$ cat config.mk
export PLATFORM = sky130hd
export DESIGN_NAME = dmx_universe_sequence_filter_unit_flat
export DESIGN_NICKNAME = d
export VERILOG_FILES = /design/src/rtl/dusf_pkg.sv /design/src/rtl/dusf_req_if.sv /design/src/rtl/dusf_rsp_if.sv /design/src/rtl/dusf_csr_if.sv /design/src/rtl/dusf_ctrl.sv /design/src/rtl/dusf_datapath.sv /design/src/rtl/dmx_universe_sequence_filter_unit.sv /design/src/flat_wrapper.sv
export VERILOG_INCLUDE_DIRS = /design/src /design/src/rtl
export SDC_FILE = /design/constraint.sdc
export NUM_CORES = 1
export LEC_CHECK = 0
export BUFFER_PORTS_ARGS = -buffer_cell sky130_fd_sc_hd__buf_2
export CORE_MARGIN = 4
export CORE_UTILIZATION = 40
export CTS_BUF_LIST = sky130_fd_sc_hd__clkbuf_16
export CTS_CLUSTER_DIAMETER = 80
export DETAILED_ROUTE_END_ITERATION = 10
export HOLD_SLACK_MARGIN = 0.15
export PLACE_DENSITY_LB_ADDON = 0.3
export REMOVE_ABC_BUFFERS = 1
export SLEW_MARGIN = 10
export SYNTH_ARGS = -nofsm -noshare
export SYNTH_HDL_FRONTEND = slang
export SYNTH_SLANG_ARGS = --single-unit
export TNS_END_PERCENT = 10
$ cat constraint.sdc
create_clock -name clock -period 22.8 [get_ports clock]
set_input_delay 3.42 -clock clock [delete_from_list [all_inputs] [get_ports clock]]
set_output_delay 3.42 -clock clock [all_outputs]
set_load 0.01 [all_outputs]
$ cat src/rtl/assert_macros.svh
`ifndef ASSERT_MACROS_SVH
`define ASSERT_MACROS_SVH

`ifndef SYNTHESIS

// Property must hold at every clock edge outside reset.
`define DUSF_ASSERT(lbl, clk, rst, prop, msg) \
   lbl: assert property (@(posedge clk) disable iff (rst) prop) else $error(msg);

// Condition must never be true outside reset.
`define DUSF_ASSERT_NEVER(lbl, clk, rst, cond, msg) \
   `DUSF_ASSERT(lbl, clk, rst, !(cond), msg)

`else

`define DUSF_ASSERT(lbl, clk, rst, prop, msg)
`define DUSF_ASSERT_NEVER(lbl, clk, rst, cond, msg)

`endif

`endif

$ cat src/rtl/dusf_pkg.sv
package dusf_pkg;

   // Output port instances in the product; only the first ADDR_REGS can be addressed.
   localparam int NUM_OUTPUTS = 4;
   localparam int ADDR_REGS   = 4;
   localparam int PORTS_USED  = (NUM_OUTPUTS < ADDR_REGS) ? NUM_OUTPUTS : ADDR_REGS;
   localparam int SIDX_W      = (PORTS_USED > 1) ? $clog2(PORTS_USED) : 1;

   localparam int ADDR_W    = 15;
   localparam int SEQ_W     = 8;
   localparam int TICK_W    = 32;
   localparam int TMO_W     = 16;
   localparam int PCOUNT_W  = 3;
   localparam int PIDX_W    = 2;
   localparam int VERDICT_W = 3;
   localparam int CSR_IDX_W = 3;
   localparam int CSR_DAT_W = 16;

   localparam logic [TMO_W-1:0] TIMEOUT_RESET = TMO_W'(1000);
   localparam logic [SEQ_W-1:0] SEQ_MAX       = SEQ_W'(255);
   localparam logic [SEQ_W-1:0] SEQ_HALF      = SEQ_W'(128);

   typedef enum logic [CSR_IDX_W-1:0] {
      CSR_PORT_COUNT = 3'd0,
      CSR_PORT0_ADDR = 3'd1,
      CSR_PORT1_ADDR = 3'd2,
      CSR_PORT2_ADDR = 3'd3,
      CSR_PORT3_ADDR = 3'd4,
      CSR_SYNC_MASK  = 3'd5,
      CSR_TIMEOUT    = 3'd6
   } csr_index_type;

   typedef enum logic [VERDICT_W-1:0] {
      V_INIT    = 3'd0,
      V_INORDER = 3'd1,
      V_SKIP    = 3'd2,
      V_RESYNC  = 3'd3,
      V_DROP    = 3'd4,
      V_SYNC    = 3'd5,
      V_NOPORT  = 3'd6
   } verdict_type;

   typedef enum logic {
      ST_IDLE = 1'b0,
      ST_SCAN = 1'b1
   } ctrl_state_type;

   typedef struct packed {
      logic idle;        // request port open
      logic emit_port;   // load verdict of current port, update its state unless sync or drop
      logic advance;     // step to next port
      logic emit_noport; // load the no-port verdict
   } dp_cmd_type;

   typedef struct packed {
      logic req_valid;
      logic scan_end;    // port index past active ports
      logic hit;         // current port concerned by this request
      logic need_noport; // packet request and no port matched so far
      logic slot_free;   // output register can take a result this cycle
   } dp_status_type;

endpackage

$ cat src/rtl/dusf_req_if.sv
interface dusf_req_if import dusf_pkg::*; ();
   logic              valid;
   logic              ready;
   logic              action;
   logic [ADDR_W-1:0] packet_address;
   logic [SEQ_W-1:0]  packet_seq;
   logic              sync_flag;
   logic [TICK_W-1:0] now_tick;

   modport source (output valid, action, packet_address, packet_seq, sync_flag, now_tick,
                   input ready);
   modport sink   (input valid, action, packet_address, packet_seq, sync_flag, now_tick,
                   output ready);
endinterface

$ cat src/rtl/dusf_rsp_if.sv
interface dusf_rsp_if import dusf_pkg::*; ();
   logic                 valid;
   logic                 ready;
   logic [PIDX_W-1:0]    port;
   logic [VERDICT_W-1:0] verdict;
   logic                 deliver;

   modport source (output valid, port, verdict, deliver, input ready);
   modport sink   (input valid, port, verdict, deliver, output ready);
endinterface

$ cat src/rtl/dusf_csr_if.sv
interface dusf_csr_if import dusf_pkg::*; ();
   logic                 valid;
   logic                 ready;
   logic [CSR_IDX_W-1:0] index;
   logic [CSR_DAT_W-1:0] data;

   modport source (output valid, index, data, input ready);
   modport sink   (input valid, index, data, output ready);
endinterface

$ cat src/rtl/dusf_ctrl.sv
module dusf_ctrl import dusf_pkg::*; (
   input  logic          clock,
   input  logic          reset,
   input  dp_status_type status,
   output dp_cmd_type    cmd
);

   ctrl_state_type state_ff, state_in;

   always_ff @(posedge clock) begin
      if (reset) begin
         state_ff <= ST_IDLE;
      end else begin
         state_ff <= state_in;
      end
   end

   always_comb begin
      state_in = state_ff;
      case (state_ff)
         ST_IDLE: begin
            if (status.req_valid) state_in = ST_SCAN;
         end
         ST_SCAN: begin
            if (status.scan_end && (!status.need_noport || status.slot_free))
               state_in = ST_IDLE;
         end
         default: state_in = ST_IDLE;
      endcase
   end

   always_comb begin
      cmd = '0;
      case (state_ff)
         ST_IDLE: begin
            cmd.idle = 1'b1;
         end
         ST_SCAN: begin
            if (status.scan_end) begin
               cmd.emit_noport = status.need_noport && status.slot_free;
            end else if (status.hit) begin
               cmd.emit_port = status.slot_free;
               cmd.advance   = status.slot_free;
            end else begin
               cmd.advance = 1'b1;
            end
         end
         default: cmd = '0;
      endcase
   end

endmodule

$ cat src/rtl/dusf_datapath.sv
`include "assert_macros.svh"

module dusf_datapath import dusf_pkg::*; (
   input  logic          clock,
   input  logic          reset,
   dusf_req_if.sink      req_chan,
   dusf_rsp_if.source    rsp_chan,
   dusf_csr_if.sink      csr_chan,
   input  dp_cmd_type    cmd,
   output dp_status_type status
);

   // config
   logic [PCOUNT_W-1:0] port_count_ff;
   logic [ADDR_W-1:0]   port_addr_ff [ADDR_REGS];
   logic [ADDR_REGS-1:0] sync_mask_ff;
   logic [TMO_W-1:0]    timeout_ff;

   // latched request
   logic              act_ff;
   logic [ADDR_W-1:0] addr_ff;
   logic [SEQ_W-1:0]  seq_ff;
   logic [TICK_W-1:0] now_ff;

   // scan
   logic [PCOUNT_W-1:0] pidx_ff;
   logic                found_ff;

   // per-port sequence state
   logic [SEQ_W-1:0]  stored_seq_ff [PORTS_USED];
   logic [TICK_W-1:0] last_tick_ff  [PORTS_USED];

   // output register
   logic                 rsp_valid_ff;
   logic [PIDX_W-1:0]    rsp_port_ff;
   logic [VERDICT_W-1:0] rsp_verdict_ff;

   localparam logic [PCOUNT_W-1:0] PORTS_USED_C = PCOUNT_W'(PORTS_USED);

   logic                take_item;
   logic [PCOUNT_W-1:0] active;
   logic [PIDX_W-1:0]   psel;
   logic [SIDX_W-1:0]   sidx;
   logic [SEQ_W-1:0]    cur_seq;
   logic [SEQ_W-1:0]    next_seq;
   logic [SEQ_W-1:0]    seq_diff;
   logic [SEQ_W-1:0]    new_seq;
   logic [TICK_W:0]     tick_diff;
   logic                timed_out;
   verdict_type         pkt_verdict;
   verdict_type         cur_verdict;
   logic                load;

   assign csr_chan.ready = !reset;

   always_ff @(posedge clock) begin
      if (reset) begin
         port_count_ff <= '0;
         for (int i = 0; i < ADDR_REGS; i++) port_addr_ff[i] <= '0;
         sync_mask_ff  <= '0;
         timeout_ff    <= TIMEOUT_RESET;
      end else if (csr_chan.valid) begin
         case (csr_chan.index)
            CSR_PORT_COUNT: port_count_ff   <= csr_chan.data[PCOUNT_W-1:0];
            CSR_PORT0_ADDR: port_addr_ff[0] <= csr_chan.data[ADDR_W-1:0];
            CSR_PORT1_ADDR: port_addr_ff[1] <= csr_chan.data[ADDR_W-1:0];
            CSR_PORT2_ADDR: port_addr_ff[2] <= csr_chan.data[ADDR_W-1:0];
            CSR_PORT3_ADDR: port_addr_ff[3] <= csr_chan.data[ADDR_W-1:0];
            CSR_SYNC_MASK:  sync_mask_ff    <= csr_chan.data[ADDR_REGS-1:0];
            CSR_TIMEOUT:    timeout_ff      <= csr_chan.data[TMO_W-1:0];
            default: ;
         endcase
      end
   end

   assign req_chan.ready = cmd.idle && !reset;
   assign take_item      = req_chan.ready && req_chan.valid;

   // sync_flag has no bearing on any verdict
   always_ff @(posedge clock) begin
      if (take_item) begin
         act_ff  <= req_chan.action;
         addr_ff <= req_chan.packet_address;
         seq_ff  <= req_chan.packet_seq;
         now_ff  <= req_chan.now_tick;
      end
   end

   always_ff @(posedge clock) begin
      if (reset) begin
         pidx_ff  <= '0;
         found_ff <= 1'b0;
      end else if (take_item) begin
         pidx_ff  <= '0;
         found_ff <= 1'b0;
      end else begin
         if (cmd.advance)   pidx_ff  <= pidx_ff + 1'b1;
         if (cmd.emit_port) found_ff <= 1'b1;
      end
   end

   assign active = (port_count_ff > PORTS_USED_C) ? PORTS_USED_C : port_count_ff;
   assign psel   = pidx_ff[PIDX_W-1:0];
   assign sidx   = pidx_ff[SIDX_W-1:0];

   assign cur_seq  = stored_seq_ff[sidx];
   assign next_seq = (cur_seq == SEQ_MAX) ? SEQ_W'(1) : cur_seq + 1'b1;
   assign seq_diff = cur_seq - seq_ff;
   assign new_seq  = (seq_ff != '0) ? seq_ff : cur_seq + 1'b1;

   // borrow set when now is below the stored tick: no resync then
   assign tick_diff = {1'b0, now_ff} - {1'b0, last_tick_ff[sidx]};
   assign timed_out = !tick_diff[TICK_W] && (tick_diff[TICK_W-1:0] > TICK_W'(timeout_ff));

   always_comb begin
      if (seq_ff == '0 || cur_seq == '0)            pkt_verdict = V_INIT;
      else if (seq_ff == next_seq)                  pkt_verdict = V_INORDER;
      else if (seq_ff > cur_seq || seq_diff >= SEQ_HALF) pkt_verdict = V_SKIP;
      else if (timed_out)                           pkt_verdict = V_RESYNC;
      else                                          pkt_verdict = V_DROP;
   end

   assign cur_verdict = act_ff ? V_SYNC : pkt_verdict;

   always_ff @(posedge clock) begin
      if (reset) begin
         for (int i = 0; i < PORTS_USED; i++) begin
            stored_seq_ff[i] <= '0;
            last_tick_ff[i]  <= '0;
         end
      end else if (cmd.emit_port && !act_ff && pkt_verdict != V_DROP) begin
         stored_seq_ff[sidx] <= new_seq;
         last_tick_ff[sidx]  <= now_ff;
      end
   end

   assign load = cmd.emit_port || cmd.emit_noport;

   always_ff @(posedge clock) begin
      if (reset) begin
         rsp_valid_ff <= 1'b0;
      end else if (load) begin
         rsp_valid_ff <= 1'b1;
      end else if (rsp_chan.ready) begin
         rsp_valid_ff <= 1'b0;
      end
   end

   always_ff @(posedge clock) begin
      if (load) begin
         rsp_port_ff    <= cmd.emit_noport ? '0 : psel;
         rsp_verdict_ff <= cmd.emit_noport ? V_NOPORT : cur_verdict;
      end
   end

   assign rsp_chan.valid   = rsp_valid_ff;
   assign rsp_chan.port    = rsp_port_ff;
   assign rsp_chan.verdict = rsp_verdict_ff;
   assign rsp_chan.deliver = 1'b0;

   assign status.req_valid   = req_chan.valid;
   assign status.scan_end    = pidx_ff >= active;
   assign status.hit         = act_ff ? sync_mask_ff[psel] : (port_addr_ff[psel] == addr_ff);
   assign status.need_noport = !found_ff && !act_ff;
   assign status.slot_free   = !rsp_valid_ff || rsp_chan.ready;

   `DUSF_ASSERT_NEVER(a_no_overwrite, clock, reset,
      load && rsp_valid_ff && !rsp_chan.ready, "result register overwritten")
   `DUSF_ASSERT(a_emit_on_hit, clock, reset,
      cmd.emit_port |-> (status.hit && !status.scan_end), "verdict for a port not hit")
   `DUSF_ASSERT(a_found_set, clock, reset,
      cmd.emit_port |=> found_ff, "match not recorded")
   `DUSF_ASSERT(a_scan_restart, clock, reset,
      take_item |=> (pidx_ff == '0 && !found_ff), "scan did not restart on new request")

endmodule

$ cat src/rtl/dmx_universe_sequence_filter_unit.sv
// Channel   Dir  Handshake     Contents
// req_chan  in   valid/ready   action, packet_address, packet_seq, sync_flag, now_tick
// rsp_chan  out  valid/ready   port, verdict, deliver
// csr_chan  in   valid/ready   register index, write data
//
// A request is handled in steps: one to accept, one per active port
// (P = min(port_count, 4)), one to close the scan. The controller scans
// one port per cycle while no hit port waits for the result register.
// Reset is synchronous, active high; per-port sequence state clears at once.
// A full result register stalls the scan at the next port that needs a slot.
// The result register decouples the output: results wait there while the
// block goes on to accept the next request.
module dmx_universe_sequence_filter_unit import dusf_pkg::*; (
   input logic        clock,
   input logic        reset,
   dusf_req_if.sink   req_chan,
   dusf_rsp_if.source rsp_chan,
   dusf_csr_if.sink   csr_chan
);

   dp_cmd_type    cmd;
   dp_status_type status;

   // sequencer: idle/scan, one step per port
   dusf_ctrl u_ctrl (
      .clock  (clock),
      .reset  (reset),
      .status (status),
      .cmd    (cmd)
   );

   // config, request latch, per-port state, classifier, result register
   dusf_datapath u_datapath (
      .clock    (clock),
      .reset    (reset),
      .req_chan (req_chan),
      .rsp_chan (rsp_chan),
      .csr_chan (csr_chan),
      .cmd      (cmd),
      .status   (status)
   );

endmodule

$ cat src/flat_wrapper.sv
// flat-port wrapper written by rule: the top's interface ports become plain ports
module dmx_universe_sequence_filter_unit_flat import dusf_pkg::*;
  (clock, reset, req_chan_valid, req_chan_action, req_chan_packet_address, req_chan_packet_seq, req_chan_sync_flag, req_chan_now_tick, req_chan_ready, rsp_chan_valid, rsp_chan_port, rsp_chan_verdict, rsp_chan_deliver, rsp_chan_ready, csr_chan_valid, csr_chan_index, csr_chan_data, csr_chan_ready);
  dusf_req_if req_chan_i ();
  dusf_rsp_if rsp_chan_i ();
  dusf_csr_if csr_chan_i ();
  input logic clock;
  input logic reset;
  input wire logic [$bits(req_chan_i.valid)-1:0] req_chan_valid;
  input wire logic [$bits(req_chan_i.action)-1:0] req_chan_action;
  input wire logic [$bits(req_chan_i.packet_address)-1:0] req_chan_packet_address;
  input wire logic [$bits(req_chan_i.packet_seq)-1:0] req_chan_packet_seq;
  input wire logic [$bits(req_chan_i.sync_flag)-1:0] req_chan_sync_flag;
  input wire logic [$bits(req_chan_i.now_tick)-1:0] req_chan_now_tick;
  output wire logic [$bits(req_chan_i.ready)-1:0] req_chan_ready;
  output wire logic [$bits(rsp_chan_i.valid)-1:0] rsp_chan_valid;
  output wire logic [$bits(rsp_chan_i.port)-1:0] rsp_chan_port;
  output wire logic [$bits(rsp_chan_i.verdict)-1:0] rsp_chan_verdict;
  output wire logic [$bits(rsp_chan_i.deliver)-1:0] rsp_chan_deliver;
  input wire logic [$bits(rsp_chan_i.ready)-1:0] rsp_chan_ready;
  input wire logic [$bits(csr_chan_i.valid)-1:0] csr_chan_valid;
  input wire logic [$bits(csr_chan_i.index)-1:0] csr_chan_index;
  input wire logic [$bits(csr_chan_i.data)-1:0] csr_chan_data;
  output wire logic [$bits(csr_chan_i.ready)-1:0] csr_chan_ready;
  assign req_chan_i.valid = req_chan_valid;
  assign req_chan_i.action = req_chan_action;
  assign req_chan_i.packet_address = req_chan_packet_address;
  assign req_chan_i.packet_seq = req_chan_packet_seq;
  assign req_chan_i.sync_flag = req_chan_sync_flag;
  assign req_chan_i.now_tick = req_chan_now_tick;
  assign req_chan_ready = req_chan_i.ready;
  assign rsp_chan_valid = rsp_chan_i.valid;
  assign rsp_chan_port = rsp_chan_i.port;
  assign rsp_chan_verdict = rsp_chan_i.verdict;
  assign rsp_chan_deliver = rsp_chan_i.deliver;
  assign rsp_chan_i.ready = rsp_chan_ready;
  assign csr_chan_i.valid = csr_chan_valid;
  assign csr_chan_i.index = csr_chan_index;
  assign csr_chan_i.data = csr_chan_data;
  assign csr_chan_ready = csr_chan_i.ready;
  dmx_universe_sequence_filter_unit u_core (.clock(clock), .reset(reset), .req_chan(req_chan_i), .rsp_chan(rsp_chan_i), .csr_chan(csr_chan_i));
endmodule
== After elaboration in Yosys (flattened, before gate mapping) ==
Memories as Yosys holds them, arrays and structs flattened. A register that Yosys moved wholly into a read port is not among the register bits.
Cells that the tools add are included.
Widths: inputs -> output; s select.

* Register bits after elaboration: 90
* RAM bits: 220
* Input port bits: 81
* Output and inout bits: 9
* Logic and storage cells: 132
* Memories kept: 3

{| class="wikitable"
|+ Memory list
! name !! depth !! width !! rd ports !! clocked after Yosys merged registers in !! wr ports !! RTL line !! RTL
|-
| u_core.u_datapath.last_tick_ff || 4 || 32 || 1 || 1 || 4 || dusf_datapath.sv:31 || <nowiki>logic [TICK_W-1:0] last_tick_ff [PORTS_USED];</nowiki>
|-
| u_core.u_datapath.port_addr_ff || 4 || 15 || 1 || 1 || 4 || dusf_datapath.sv:15 || <nowiki>logic [ADDR_W-1:0] port_addr_ff [ADDR_REGS];</nowiki>
|-
| u_core.u_datapath.stored_seq_ff || 4 || 8 || 1 || 1 || 4 || dusf_datapath.sv:30 || <nowiki>logic [SEQ_W-1:0] stored_seq_ff [PORTS_USED];</nowiki>
|}

* Add/subtract/negate cells: 4
* $lt $le $gt $ge: 6
* Equal/unequal tests: 10
* Mux-type cells: 59
* Bitwise operators: 5
* Reductions and logical operators: 31

{| class="wikitable"
|+ Operators by type and width
! cell !! number
|-
| $mux 15 || 4
|-
| $mux 1 || 33
|-
| $sub 32x32->33 || 1
|-
| $gt 32x16->1 || 1
|-
| $mux 32 || 1
|-
| $reduce_or 32->1 || 1
|-
| $mux 8 || 3
|-
| $mux 2 || 10
|-
| $mux 3 || 6
|-
| $logic_not 8->1 || 2
|-
| $eq 15x15->1 || 1
|-
| $eq 3x3->1 const B || 3
|-
| $add 8x1->8 const B || 1
|-
| $eq 8x8->1 || 1
|-
| $eq 8x8->1 const B || 1
|-
| $ge 8x8->1 const B || 1
|-
| $gt 8x8->1 || 1
|-
| $logic_and 1x1->1 || 8
|-
| $reduce_bool 8->1 || 1
|-
| $reduce_or 8->1 || 1
|-
| $sub 8x8->8 || 1
|-
| $eq 3x2->1 const B || 2
|-
| $logic_not 1->1 || 6
|-
| $reduce_and 2->1 || 3
|-
| other kinds (14) || 22
|}

== Longest topological paths before layout ==
Gate-level depths: netlist of run 1.

* Depth in word-level cells: 14
* Depth in mapped cells: 26
* Gate-level depth less buffers: 21

== Hierarchy ==
Synthesis of run 1 repeated with hierarchy kept, for this count alone.

* Cells, all modules: 1333
* Area, all modules: 16452.0 um2

{| class="wikitable"
|+ By module, submodules not included
! module !! instances !! cells an instance !! area an instance (um2) !! seq. area each (um2)
|-
| dusf_datapath || 1 || 1322 || 16380.7 || 9038.7
|-
| dusf_ctrl || 1 || 11 || 71.3 || 20.0
|}

== Worst setup path after synthesis of run 1 ==
No wires, ideal clock.

* Path type: reg2reg
* Start: register with a tool-made name
* End: memory u_core.u_datapath.last_tick_ff[1][0] (enable)
* Library setup time: 0.441 ns
* Arrival time: 7.362 ns
* Required time: 22.359 ns
* Path slack: 14.998 ns
* Cell stages (with the launch flop): 27
* Path buffers: 5
* Period minus slack after synthesis: 7.802 ns
* Cells stage by stage: dfxtp_1 buf_6 buf_1 buf_1 mux4_2 ha_1 fa_1 nand2b_1 a21oi_1 nor2_1 o21ai_0 a31oi_1 o21ai_0 xor2_1 ha_1 and4_1 nand3_1 a211oi_1 a2111oi_0 a21oi_1 nor4_1 nor4b_1 a32oi_1 o21ai_1 buf_6 buf_6 o31ai_2

{| class="wikitable"
|+ RTL lines
! item !! RTL line
|-
| end, declared || dusf_datapath.sv:31
|}

==> out/metrics.cfg, run 1 <==
[run_status]
status = complete, no violations

[global_routing]
met2_usage_pct = 31.5
grtUsageTotal_pct = 18.1
use_met3_pct = 2.52
grt_busiest_layer = met2
grt_pass1_vias = 11600
grt_use_met1_pct = 23.5
grt_pass1_wl_um = 64400
grt_max_degree = 79
overflow = 0
antenna_found_initial = 0

[clocking]
cts_setup_buffers = 0
clkSinkCount = 312
cts_root_buf = clkbuf_16
cts_buffers = 37
clk_latency_ns = 0.55
clk_path_buf_depth = 3
cts_tree = yes
cts_resized = 0
postCtsHoldBufs = 0
htree_levels = 2
worst_setup_hold_path_clk_slew_ns = 0.06

[cells_and_area]
synthToLayoutAreaGrowth_pct = 12.6
final_cell_mix = 281 x edfxtp_1, 111 x nand2_1, 93 x nor4_2, 86 x buf_2, 84 x inv_1
final_layout_size_suffix_gt1_share_pct = 23.1
fill_cells = 3807
finalNonFillerCells = 1976
num_antenna_cells = 0
nNetsFinal = 1554
final_common_cell = edfxtp_1

[synth]
ys.flop_type = edfxtp_1
synth.area.top_cells = edfxtp_1 50%, mux4_2 7.5%, nor4_2 6.9%
yosysWarnings = 0
yosysTopAreaCell = edfxtp_1
synth.avg_cell_area_um2 = 12.5
synth_seq_cells = 312
yosysTopAreaCellShare_pct = 49.9
netlist_instances = 1355
ys_seq_area_share_pct = 53.6
synth_cell_types = 74
synth_edf_count = 281
synthArstFlopShare_pct = 0
netlist_area_mm2 = 0.0169

[route]
drt_iter0_drc = 947
ant_nets = 0
wl_per_cell_um = 20.7
via_per_inst = 5.65
drt_first_pass_iters = 7
finalWirelength_um = 40900
drc_errors = 0
route.vias.total = 11200

[power]
p_leak_nw = 6.49
ir_drop_v = 0.0000449
power.density_mw_per_mm2 = 73.7
finalPower_mw = 1.40

[placement]
place_hpwl_um = 26400
io_buffers = 87
gp_congestion = 0.844
place_inst = 1908
dpl_worst_slack_ns = 13.99

[critical_path]
path_class = flop to flop
crit_path_max_fanout = 75
r2r-end = u_core.u_datapath.last_tick_ff[0][10]
start_kind = flop
worst_setup_path_end_kind = flop
worstPathArrival_ns = 9.05
critPathRequiredTime_ns = 23.04
reg2reg_slack_ns = 13.99
rr_worst_depth = 24

[sta]
post-route-period-util_pct = 38.6
fin_ws_ns = 13.99
period_minus_slack_ns = 8.81
max_freq_mhz = 113
finalSetupViolCount = 0
worst_slew_pin_slew_ns = 1.13
rsz0062_at_grt = false
hold_viol = 0
skew_ns = 0.0147
final.setup.tns_ns = 0
maxSlewHeadroom_pct = 24.7
slew_violations = 0

[floorplan]
io_pins = 90
die_h_um = 214
start_util_pct = 40.4
row_count = 75
dieArea_mm2 = 0.0456
die_w_um = 214
core_area_mm2 = 0.0419

[worst_hold_path]
hp-start = u_core.u_datapath.timeout_ff[1]
hold_class = flop to flop
hold_end = u_core.u_datapath.timeout_ff[1]
hold_path_depth = 2

[job]
maxCapViolCount = 0

## critical path: stages (launching register included)
cell       delay (ns)
dfxtp_2          0.73
buf_4            0.62
mux4_2           0.31
inv_1            0.06
ha_1             0.35
o211ai_1         0.11
a21oi_1          0.34
nor2_1           0.14
o21ai_0          0.30
a31oi_1          0.18
o21ai_0          0.27
xor2_1           0.22
ha_1             0.26
and4_1           0.19
nand3_1          0.13
a211oi_1         0.07
a2111oi_0        0.42
a21oi_1          0.14
nor4_1           0.36
nor4b_1          0.40
a32oi_1          0.26
o21ai_4          0.69
buf_4            0.82
buf_4            0.93
nor4_2           0.13
## per-layer routing
layer | wire length [um] | part of all wire [%]
met5 | 0 | 0
met4 | 1090 | 2.7
met3 | 1760 | 4.3
met2 | 20500 | 50
met1 | 17500 | 43
## final cells by class
| type | count | area, um^2 | area share (%) |
|---|---|---|---|
| Clock buffer | 39 | 976 | 5.13 |
| Clock inverter | 29 | 304 | 1.60 |
| Inverter | 78 | 293 | 1.54 |
| Multi-Input combinational cell | 876 | 7140 | 37.6 |
| Sequential cell | 312 | 9060 | 47.7 |
| Tap cell | 539 | 674 | 3.55 |
| Timing Repair Buffer | 103 | 562 | 2.95 |
## Yosys cell counts, types with 3 or more instances
library cell and number:
o21a_1 13, nor3_1 80, xnor2_1 33, a21o_1 12
nand4_1 16, nand3b_1 3, ha_1 63, a21oi_1 65
nor4b_1 3, and3_1 7, xor2_1 14, dfxtp_1 31
nor2_1 56, a31oi_1 9, nand2b_1 14, mux4_2 56
mux2i_1 9, o31ai_2 4, o21ai_1 4, a32oi_1 3
buf_4 8, buf_1 9, nor2b_1 6, a21boi_0 4
nor4_1 10, nand2_1 112, edfxtp_1 281, buf_6 12
a2111oi_0 4, and2_1 63, inv_1 76, buf_2 5
o21ai_0 36, nand3_1 21, nor4_2 93, clkbuf_1 55
o211ai_1 18, or3_1 4
## kinds of logic (layout without fill, tap and decap cells)
family | Yosys count | in the layout | synth area share [%]
AOI/OAI and AO/OA | 197 | 197 | 7.51
xor gates and xnor gates | 47 | 47 | 2.44
adders and majority gates | 65 | 65 | 4.90
buffers and inverters | 167 | 249 | 4.46
DFF | 312 | 312 | 53.6
muxes | 66 | 66 | 8.07
other | 1 | 1 | 0.0222
and+or+nand+nor | 500 | 500 | 19.0
## how the worst max path moves through the flow
stage	start	end
3_3_place_gp	flop	u_core.u_datapath.last_tick_ff[0][16]
4_1_cts	flop	u_core.u_datapath.last_tick_ff[0][17]
6_report	flop	u_core.u_datapath.last_tick_ff[0][10]
3_5_place_dp	flop	u_core.u_datapath.last_tick_ff[0][17]
5_1_grt	flop	u_core.u_datapath.last_tick_ff[3][18]
2_1_floorplan	flop	u_core.u_datapath.last_tick_ff[0][0]
## sequential cells by signal, indices dropped and copies added, names as in the netlist, 4 cells and up, named ones only
name                             cells
u_core.u_datapath.timeout_ff        16
u_core.u_datapath.port_addr_ff      60
u_core.u_datapath.seq_ff             8
u_core.u_datapath.stored_seq_ff     32
u_core.u_datapath.sync_mask_ff       4
u_core.u_datapath.addr_ff           15
u_core.u_datapath.now_ff            32
u_core.u_datapath.last_tick_ff     128
## per-stage QoR
stage	cell area [um^2]	utilization, %	hold WS, ns
CTS	19000	45.4	0.469
global route	19000	45.4	0.490
finish	19000	45.4	0.467
floorplan	16400	-	0.430
detailed placement	17700	42.4	0.459
global placement	17700	42.4	0.446
## report_power, final
| part | total [mW] | switching (mW) | internal, mW |
|---|---|---|---|
| Clock | 0.618 | 0.239 | 0.379 |
| Sequential | 0.656 | 0.0100 | 0.646 |
| Combinational | 0.127 | 0.0810 | 0.0461 |
| Total | 1.40 | 0.330 | 1.07 |
(Power assumes the default switching activity.)
==> run 2: changes to the inputs <==
==> constraint.sdc (replaced) <==
create_clock -name clock -period 8.91 [get_ports clock]
set_input_delay 1.3365 -clock clock [delete_from_list [all_inputs] [get_ports clock]]
set_output_delay 1.3365 -clock clock [all_outputs]
set_load 0.01 [all_outputs]
==> run 2 against run 1 <==
Against the previous run:
- combinational power rose to 2.6 times the previous value
- via count about the same
- core utilization down 0.28 points
- die area unchanged
- worst setup slack worse by 13 ns
- register-to-register slack worse by 13 ns
- worst hold slack worse by 0.0054 ns
- count of clock-buffer cells in the layout unchanged
- routed wire length down 0.75%
- first-iteration DRC count down 15%
- sequential power rose to 2.6 times the previous value
- cell area down 0.61%
- critical endpoint is now u_core.u_datapath.last_tick_ff[2][15]
- largest power group unchanged
- highest routed layer unchanged
==> out/metrics.cfg, run 2 (synthesis results as in run 1) <==
[route]
finalWirelength_um = 40600
route.vias.total = 11200
ant_nets = 0
via_per_inst = 5.66
drt_iter0_drc = 809
drt_first_pass_iters = 5
drc_errors = 0
wl_per_cell_um = 20.6

[placement]
io_buffers = 87
place_hpwl_um = 26500
placed_cell_area_mm2 = 0.0178
dpl_worst_slack_ns = 1.34
gp_congestion = 0.832

[clocking]
cts_resized = 0
htree_levels = 2
clk_latency_ns = 0.55
clkSinkCount = 312
cts_root_buf = clkbuf_16
postCtsHoldBufs = 0
cts_buffers = 37
cts_setup_buffers = 0
worst_setup_hold_path_clk_slew_ns = 0.06
clk_path_buf_depth = 3
cts_tree = yes

[floorplan]
dieArea_mm2 = 0.0456
row_count = 75
start_util_pct = 40.4
die_h_um = 214
core_area_mm2 = 0.0419
io_pins = 90
die_w_um = 214

[run_status]
status = complete, no violations

[sta]
max_freq_mhz = 133
fin_ws_ns = 1.41
period_minus_slack_ns = 7.50
finalSetupViolCount = 0
maxSlewHeadroom_pct = 32.4
hold_viol = 0
final.setup.tns_ns = 0
rsz0062_at_grt = false
post-route-period-util_pct = 84.2
skew_ns = 0.0182
worst_slew_pin_slew_ns = 1.01
slew_violations = 0

[critical_path]
rr_worst_depth = 23
start_kind = flop
cp-endpoint = u_core.u_datapath.last_tick_ff[2][15]
reg2reg_slack_ns = 1.41
worst_setup_path_end_kind = flop
path_class = flop to flop
r2r-end = u_core.u_datapath.last_tick_ff[2][15]
worstPathArrival_ns = 7.71
critPathRequiredTime_ns = 9.12
crit_path_max_fanout = 40

[job]
maxCapViolCount = 0

[global_routing]
antenna_found_initial = 0
overflow = 0
grtUsageTotal_pct = 17.7
grt_pass1_vias = 11200
grt_max_degree = 125
grt_pass1_wl_um = 62800

[power]
ir_drop_v = 0.000115
p_leak_nw = 6.44
power.density_mw_per_mm2 = 181

[worst_hold_path]
hold_path_depth = 2
hold_class = flop to flop
hp-start = u_core.u_datapath.timeout_ff[15]

[cells_and_area]
synthToLayoutAreaGrowth_pct = 11.9
design_area_mm2 = 0.0189
largest_reg_flops = 128
nNetsFinal = 1556
largest_register = u_core.u_datapath.last_tick_ff
num_antenna_cells = 0
final_common_cell = edfxtp_1
top_regs = u_core.u_datapath.last_tick_ff x128, u_core.u_datapath.port_addr_ff x60
final_cell_mix = 281 x edfxtp_1, 111 x nand2_1, 93 x nor4_2, 86 x buf_2, 84 x inv_1
final_layout_size_suffix_gt1_share_pct = 22.9

==> run 2: cell types whose count changed in the layout (fill, tap and decap cells not counted), sizes merged <==
cell,delta
clkinv,+4
inv,-2
clkinvlp,-2
bufinv,-5
buf,+2
==> run 2: cell type report <==
type | count | area, um^2
sequential | 312 | 9060
fill | 3806 | 23000
tap | 539 | 674
clock inverter | 24 | 160
inverter | 78 | 293
multi-input combinational | 876 | 7140
timing repair buffer | 105 | 589
clock buffer | 39 | 976
==> run 2: worst max-delay path: stages (launching register included) <==
cell and delay, ns:
dfxtp_4 0.76, mux4_2 0.58, ha_1 0.24, fa_1 0.40, nand2b_1 0.18, a21oi_1 0.34
nor2_1 0.13, o21ai_0 0.28, a31oi_1 0.18, o21ai_0 0.24, xor2_1 0.20, ha_1 0.25
and4_1 0.20, nand3_1 0.13, a211oi_1 0.06, a2111oi_0 0.35, a21oi_1 0.15, nor4_1 0.39
nor4b_1 0.39, a32oi_1 0.24, o21ai_4 0.45, buf_4 0.51, o31ai_4 0.10, buf_4 0.35
==> run 2: power by group <==
| part | internal, mW | total, mW | leakage [nW] | switching (mW) |
|---|---|---|---|---|
| clock | 0.823 | 1.42 | 0.586 | 0.597 |
| sequential | 1.65 | 1.68 | 3.05 | 0.0246 |
| combinational | 0.119 | 0.328 | 2.80 | 0.209 |
==> run 2: per-stage QoR <==
stage / cells / util, % / hold slack [ns] / power, mW
4_1_cts: 1973 / 45.2 / 0.466 / 3.47
3_5_place_dp: 1910 / 42.4 / 0.453 / 2.04
6_report: 1973 / 45.2 / 0.462 / 3.43
2_1_floorplan: 1266 / - / 0.430 / 1.91
3_3_place_gp: 1910 / 42.4 / 0.446 / 2.03
5_1_grt: 1973 / 45.2 / 0.488 / 3.56
==> run 2: worst min-delay path by stage <==
stage,to,slack [ns]
3_5_place_dp,u_core.u_datapath.timeout_ff[1],0.45
4_1_cts,u_core.u_datapath.timeout_ff[15],0.47
6_report,u_core.u_datapath.timeout_ff[15],0.46
3_3_place_gp,u_core.u_datapath.timeout_ff[4],0.45
2_1_floorplan,u_core.u_datapath.timeout_ff[10],0.43
5_1_grt,u_core.u_datapath.timeout_ff[13],0.49
==> run 2: metal layers <==
layer	vias up	GRT usage, %	wire (um)
li1	5246	-	-
met1	5550	23.1	17200
met2	299	30.6	20200
met3	70	2.87	2100
met4	0	5.67	1080
met5	-	0	0
==> run 3: changes to the inputs <==
==> constraint.sdc (replaced) <==
create_clock -name clock -period 7 [get_ports clock]
set_input_delay 1.05 -clock clock [delete_from_list [all_inputs] [get_ports clock]]
set_output_delay 1.05 -clock clock [all_outputs]
set_load 0.01 [all_outputs]
==> run 3 against run 2 <==
Against the previous run:
- critical endpoint is now u_core.u_datapath.last_tick_ff[1][8]
- power up 29%
- critical path type unchanged
- sequential power up 27%
- non-clock buffer count up 8
==> out/metrics.cfg, run 3 (synthesis results as in run 1) <==
[route]
ant_nets = 0
drt_iter0_drc = 903
wl_per_cell_um = 20.4
drc_errors = 0
via_per_inst = 5.58
drt_first_pass_iters = 5
finalWirelength_um = 40600
route.vias.total = 11100

[critical_path]
path_class = flop to flop
r2r-end = u_core.u_datapath.last_tick_ff[1][8]
reg2reg_slack_ns = 0.53
worstPathCellList = mux4_2 > ha_1 > fa_1 > nand2b_1 > a21oi_1 > nor2_1 > o21ai_0 > a31oi_1 > o21ai_0 > xor2_1 > ha_1 > and4_1 > nand3_1 > a211oi_1 > a2111oi_0 > a21oi_1 > nor4_1 > nor4b_2 > a32oi_1 > o21ai_4 > buf_12 > nor4_2
worst_setup_path_end_kind = flop
rr_worst_depth = 22
start_kind = flop
critPathRequiredTime_ns = 7.25
crit_path_max_fanout = 100
slowest_delay_ns = 0.54
worstPathArrival_ns = 6.72
slowest_stage = mux4_2

[worst_hold_path]
hold_class = flop to flop
hold_end = u_core.u_datapath.timeout_ff[10]
hold_path_depth = 2
hp-start = u_core.u_datapath.timeout_ff[10]

[sta]
hold_viol = 0
finalSetupViolCount = 0
skew_ns = 0.0274
fin_ws_ns = 0.525
post-route-period-util_pct = 92.5
maxSlewHeadroom_pct = 33.8
final.setup.tns_ns = 0
max_freq_mhz = 154
period_minus_slack_ns = 6.47
slew_violations = 0
rsz0062_at_grt = false
worst_slew_pin_slew_ns = 0.989

[run_status]
status = complete, no violations

[cells_and_area]
fill_cells = 3808
num_antenna_cells = 0
final_common_cell = edfxtp_1
final_cell_mix = 281 x edfxtp_1, 111 x nand2_1, 93 x nor4_2, 86 x buf_2, 84 x inv_1
synthToLayoutAreaGrowth_pct = 12.7
final_layout_size_suffix_gt1_share_pct = 23.1
top_regs = u_core.u_datapath.last_tick_ff x128, u_core.u_datapath.port_addr_ff x60
nNetsFinal = 1565
largest_reg_flops = 128
largest_register = u_core.u_datapath.last_tick_ff

[clocking]
htree_levels = 2
clkSinkCount = 312
cts_tree = yes
cts_buffers = 38
cts_resized = 0
cts_root_buf = clkbuf_16
cts_setup_buffers = 0
postCtsHoldBufs = 0
clk_latency_ns = 0.55
worst_setup_hold_path_clk_slew_ns = 0.05
clk_path_buf_depth = 3

[power]
clock_power_share_pct = 41.9
intPower_mw = 3.34
netSwitchingPower_mw = 1.06
power_frac_seq_pct = 48.5
p_leak_nw = 6.51
p_sw_share_pct = 24.1
combPwrFrac_pct = 9.6
power.density_mw_per_mm2 = 231
ir_drop_v = 0.000149

[placement]
place_hpwl_um = 26800
dpl_worst_slack_ns = 0.474
gp_congestion = 0.868
io_buffers = 87

[global_routing]
grt_pass1_vias = 11300
grtUsageTotal_pct = 17.9
grt_max_degree = 101
overflow = 0
antenna_found_initial = 0
grt_pass1_wl_um = 63600

[floorplan]
core_area_mm2 = 0.0419
io_pins = 90
row_count = 75
die_h_um = 214
start_util_pct = 40.4
die_w_um = 214
dieArea_mm2 = 0.0456

[job]
maxCapViolCount = 0

## run 3: changes by cell type in the layout (fill, tap and decap cells not counted), sizes merged
cell      change
clkinvlp      -1
clkinv        +3
buf           +8
bufinv        +1
## run 3: power groups by stage
stage	Combinational, mW	Clock, mW	Sequential [mW]
after global routing	0.469	1.97	2.14
after global placement	0.416	0	2.17
after detailed placement	0.422	0	2.18
final	0.421	1.85	2.14
after floorplan	0.268	0	2.17
after CTS	0.424	1.90	2.14
## run 3: worst max-delay path by stage
stage	slack, ns	cells after the start	to	start
4_1_cts	0.42	23	u_core.u_datapath.last_tick_ff[3][23]	flop
3_5_place_dp	0.47	23	u_core.u_datapath.last_tick_ff[3][22]	flop
5_1_grt	0.12	23	u_core.u_datapath.last_tick_ff[3][5]	flop
6_report	0.53	22	u_core.u_datapath.last_tick_ff[1][8]	flop
3_3_place_gp	0.58	23	u_core.u_datapath.last_tick_ff[3][25]	flop
2_1_floorplan	-11.65	21	u_core.u_datapath.last_tick_ff[0][0]	flop
## run 3: area by class of cell
| cell class | count | area, um^2 | area share [%] |
|---|---|---|---|
| timing repair buffer | 113 | 699 | 3.67 |
| inverter | 78 | 293 | 1.54 |
| clock inverter | 27 | 181 | 0.953 |
| sequential | 312 | 9060 | 47.6 |
| tap | 539 | 674 | 3.54 |
| clock buffer | 39 | 976 | 5.13 |
| multi-input combinational | 876 | 7150 | 37.6 |
## run 3: routing by layer
layer  up-vias  track usage, %  part of all wire, %
met4         0            5.69                  2.5
met3        58            2.68                  4.4
li1       5269               -                    -
met5         -               0                    0
met2       241            31.0                   50
met1      5500            23.4                   44
## run 3: worst max-delay path: cells and delay by family, from the launching register on
family          cells  cell delay, ns
compound gates      9            1.90
simple gates        7            1.52
fa+ha+maj           3            0.91
mux                 1            0.54
flops               1            0.49
buf+inv             1            0.42
xor+xnor            1            0.24
## run 3: metrics by stage
stage          utilization (%)  hold WS, ns  std cells  total power, mW  cell area [um^2]
2_1_floorplan                -        0.430       1266             2.44             16400
3_3_place_gp              42.7        0.450       1918             2.59             17900
3_5_place_dp              42.7        0.454       1918             2.60             17900
4_1_cts                   45.5        0.462       1984             4.46             19000
5_1_grt                   45.5        0.479       1984             4.58             19000
6_report                  45.5        0.462       1984             4.40             19000
